### src/hw/rtl/env_comp_pkg.sv
// shared types and constants for the environmental sensor compensation pipeline
package env_comp_pkg;

    localparam int ADDR_W             = 6;
    localparam int DATA_W             = 64;
    localparam int FINE_LAT           = 4;
    localparam int TEMP_LAT           = 5;
    localparam int HUM_LAT            = 15;
    localparam int PIPE_LAT           = 52;
    localparam int DIV_STAGES         = 32;
    localparam int DIV_BITS_PER_STAGE = 2;

    localparam logic signed [32:0] PRESS_OFFSET_FINE = 33'sd128000;
    localparam logic [11:0]        PRESS_SCALE       = 12'd3125;
    localparam logic [20:0]        PRESS_RAW_BIAS    = 21'd1048576;
    localparam logic [31:0]        HUM_OFFSET_FINE   = 32'd76800;
    localparam logic signed [31:0] HUM_CLAMP_MAX     = 32'sd419430400;
    localparam logic [31:0]        HUM_ROUND         = 32'd16384;
    localparam logic [31:0]        HUM_BIAS          = 32'd2097152;
    localparam logic [16:0]        HUM_OUT_MAX       = 17'd102400;

    typedef enum logic [2:0] {
        REG_TEMP_CAL   = 3'd0,
        REG_PRESS_LO   = 3'd1,
        REG_PRESS_HI   = 3'd2,
        REG_PRESS_LAST = 3'd3,
        REG_HUM_CAL    = 3'd4
    } reg_idx_t;

    typedef struct packed {
        logic [47:0] temp;
        logic [63:0] press_lo;
        logic [63:0] press_hi;
        logic [15:0] press_last;
        logic [63:0] hum;
    } cal_t;

endpackage

### src/hw/rtl/env_comp_temp.sv
// temperature path: fine temperature and centi-degree output
module env_comp_temp (
    input  logic                aclk,
    input  logic                en,
    input  logic [19:0]         raw_temperature,
    input  env_comp_pkg::cal_t  cal,
    output logic [31:0]         fine,
    output logic [23:0]         temp
);
    import env_comp_pkg::*;

    logic [15:0]        t1;
    logic signed [15:0] t2;
    logic signed [15:0] t3;
    logic signed [17:0] a;
    logic signed [16:0] b;
    logic signed [33:0] av_next, av_reg;
    logic signed [33:0] bb_next, bb_reg;
    logic [31:0]        v1_next, v1_reg, v1b_reg;
    logic signed [19:0] bq_next, bq_reg;
    logic signed [35:0] c_next, c_reg;
    logic [31:0]        fine_next, fine_reg;
    logic [31:0]        tsum;
    logic [23:0]        temp_next, temp_reg;

    assign t1 = cal.temp[15:0];
    assign t2 = $signed(cal.temp[31:16]);
    assign t3 = $signed(cal.temp[47:32]);

    always_comb begin
        a         = $signed({1'b0, raw_temperature[19:3]}) - $signed({1'b0, t1, 1'b0});
        b         = $signed({1'b0, raw_temperature[19:4]}) - $signed({1'b0, t1});
        av_next   = a * t2;
        bb_next   = b * b;
        v1_next   = 32'($signed(av_reg[31:0]) >>> 11);
        bq_next   = $signed(bb_reg[31:12]);
        c_next    = bq_reg * t3;
        fine_next = v1b_reg + 32'($signed(c_reg[31:0]) >>> 14);
        tsum      = {fine_reg[29:0], 2'b00} + fine_reg + 32'd128;
        temp_next = tsum[31:8];
    end

    always_ff @(posedge aclk) begin
        if (en) begin
            av_reg   <= av_next;
            bb_reg   <= bb_next;
            v1_reg   <= v1_next;
            bq_reg   <= bq_next;
            c_reg    <= c_next;
            v1b_reg  <= v1_reg;
            fine_reg <= fine_next;
            temp_reg <= temp_next;
        end
    end

    assign fine = fine_reg;
    assign temp = temp_reg;

endmodule

### config.mk
export PLATFORM = sky130hd
export DESIGN_NAME = env_comp_temp
export DESIGN_NICKNAME = d
export VERILOG_FILES = /design/src/hw/rtl/env_comp_pkg.sv /design/src/hw/rtl/env_comp_temp.sv
export SDC_FILE = /design/constraint.sdc
export NUM_CORES = 2
export LEC_CHECK = 0
export BUFFER_PORTS_ARGS = -buffer_cell sky130_fd_sc_hd__buf_4
export CAP_MARGIN = 20
export CORE_MARGIN = 3
export CORE_UTILIZATION = 50
export CTS_CLUSTER_SIZE = 20
export DETAILED_ROUTE_END_ITERATION = 7
export HOLD_SLACK_MARGIN = 0.1
export PLACE_DENSITY = 0.65
export SLEW_MARGIN = 20
export SYNTH_ARGS = -nofsm -noshare
export SYNTH_HDL_FRONTEND = slang
export SYNTH_SLANG_ARGS = --single-unit
### constraint.sdc
create_clock -name aclk -period 12.1 [get_ports aclk]
set_input_delay 2.42 -clock aclk [delete_from_list [all_inputs] [get_ports aclk]]
set_output_delay 2.42 -clock aclk [all_outputs]
set_load 0.1 [all_outputs]
==> impl_metrics.toml <==
[logic_synthesis]
yosysSeqAreaShare_pct = 13.66
synth_nets = 5122
yosysWarnings = 0
synth_top_family_by_area = "adder cells"
synth-async-reset-ratio_pct = 0
yosysMostFrequentCell = "inv_1"
postSynthCellCount = 3712
muxShareOfSynthArea_pct = 0.02726
synth_compound_area_share_pct = 3.945
synth-main-ff-cell = "edfxtp_1"
synth_top_cell_by_area = "fa_1"
yosys.area_share.adder_pct = 55.21
synth.distinct_cells = 71
synth_area_leaders = "fa_1, edfxtp_1, ha_1, inv_1, nand2_1"
synth_edf_count = 167
ys_seq_elements = 167
yosysTopAreaCellShare_pct = 44.37
synthTopCellsByCount = "inv_1, fa_1, nand2_1"
yosys.area_share.xor_xnor_pct = 3.628
yosys.area_share.simple_pct = 11.96
syn-cell-area_sq_um = 36720
syn_area_per_cell_sq_um = 9.893

[grt]
grt_pass1_wl_mm = 138.6
grt_max_degree = 97
antenna_found_initial = 2
grt_use_total_pct = 22.72
gr-total-overflow = 0
grt_pass1_vias = 26710

[cts]
cts-buffers-inserted = 17
post_cts_buffers = 0
cts.sinks = 167
cts_hold_buffers = 0
h-tree-depth = 4
clk-insertion-delay-late_ns = 0.45
clockBufferDepth = 2
cts_resized = 0
cts-root-buf = "clkbuf_16"
clkTransAtPathRegs_ns = 0.08
tritoncts = "yes"

[die]
ios = 334
core_region_area_sq_um = 72100
fp-row-count = 98
die_w_um = 277.0
fp.dieH_um = 277.0
initial_core_util_pct = 50.94
die-area_sq_um = 76730

[setup_path]
start_kind = "input pin"
cpLargestDelayFamily = "adder cells"
cp.depth = 33
critPathCaptureType = "register"
crit_top_cell = "fa_1"
max_stage_delay_ns = 0.53
worst-path-max-fanout = 19
ff2ff_path_depth = 23
crit_buf_inv = 6
required_ns = 12.26
cp_data_arrival_time_ns = 10.95
critical_path_class = "in2reg"
cpMaxStageDelayCell = "fa_1"

[worst_hold_path]
hold_class = "reg2reg"
min_path_cells = 0

[finish]
layout-drive-gt1-share_pct = 6.228
design_area_sq_um = 39290
n_antenna_cell = 0
largest_register_ffs = 24
nets = 5170
nFillCells = 6559
area_growth_pct = 6.974

[timing]
holdWs_ns = 0.4195
skew_ns = 0.01752
fmax_mhz = 92.69
rsz0062_at_grt = "false"
fin_crit_ns = 10.79
setup_viol = 0
drv_slew = 0
tns_ns = 0
worst_pin_slew_ns = 1.057
final_hold_viol_count = 0
slew_headroom_pct = 29.45
period_share_pct = 89.17

[detailed_routing]
firstDrtPassIters = 5
wirelength_mm = 81.85
viasPerCell = 5.129
antenna_left = 0
drc = 0
vias = 24230
drt-wirelength-per-cell_um = 17.33
drtIter0Drc = 1424

[job]
maxCapViolCount = 0

[place]
io_buffers = 122
gp_congestion = 0.8561
place_hpwl_mm = 65.63
dpl_cell_area_sq_um = 38630

[run_status]
outcome = "finished clean"
area by class of cell:
type	instances	area, sq um	share of cell area, %
multi-input combinational	2428	27520	70.04
sequential	167	5015	12.77
inverter	987	3705	9.431
timing repair buffer	159	1210	3.080
tap	950	1189	3.026
clock buffer	17	425.4	1.083
clock inverter	15	226.5	0.5765
cell usage in the layout, fill, tap and decap left out, drive strengths merged, types with 3 or more instances in the layout:
master,instances
nand4b,3
and2,219
nor2b,34
nand4,8
clkbuf,17
nand2,458
nor2,130
nand2b,35
a221o,3
a21o,29
or2,5
buf,159
a31oi,7
fa,814
xor2,32
edfxtp,167
o2111ai,3
and3,7
a21boi,4
a211oi,10
nand3,9
inv,992
o211ai,8
nor3,22
o21a,19
a211o,3
clkinv,8
o21bai,7
xnor2,115
ha,318
o21ai,35
a21oi,56
stage by stage:
stage | setup slack (ns) | std cells | util (%)
finish | 1.311 | 4723 | 54.49
CTS | 1.378 | 4723 | 54.49
floorplan | 1.941 | 3712 | -
global placement | 0.9658 | 4691 | 53.58
detailed placement | 0.8901 | 4691 | 53.58
global route | 0.7569 | 4723 | 54.49
kinds of logic (layout without fill, tap and decap cells):
family,count (synthesis),in the layout
AND/OR/NAND/NOR,938,938
flip-flops,167,167
buffers and inverters,1117,1178
AO/OA/AOI/OAI,209,209
multiplexers,1,1
XOR/XNOR,148,148
adder cells (fa/ha/maj),1132,1132
layer usage:
metal	up-vias	share of wire [%]	global-route usage, %	wire length [um]
li1	11040	-	-	-
met1	12480	44	31.05	35670
met2	611	49	39.33	40490
met3	96	5.3	3.052	4346
met4	2	1.6	4.068	1329
met5	-	0.016	0	13
final timing paths:
path | start | slack (ns) | to
worst max-delay path | raw_temperature[4] | 1.31 | av_reg[31]
worst min-delay path | v1_reg[3] | 0.42 | v1b_reg[3]
worst max register to register | bq_reg[10] | 4.20 | c_reg[31]
worst min register to register | v1_reg[3] | 0.42 | v1b_reg[3]
Power is not shown: default switching activity piles up to over one toggle a cycle in this logic, so the estimate is an artifact.
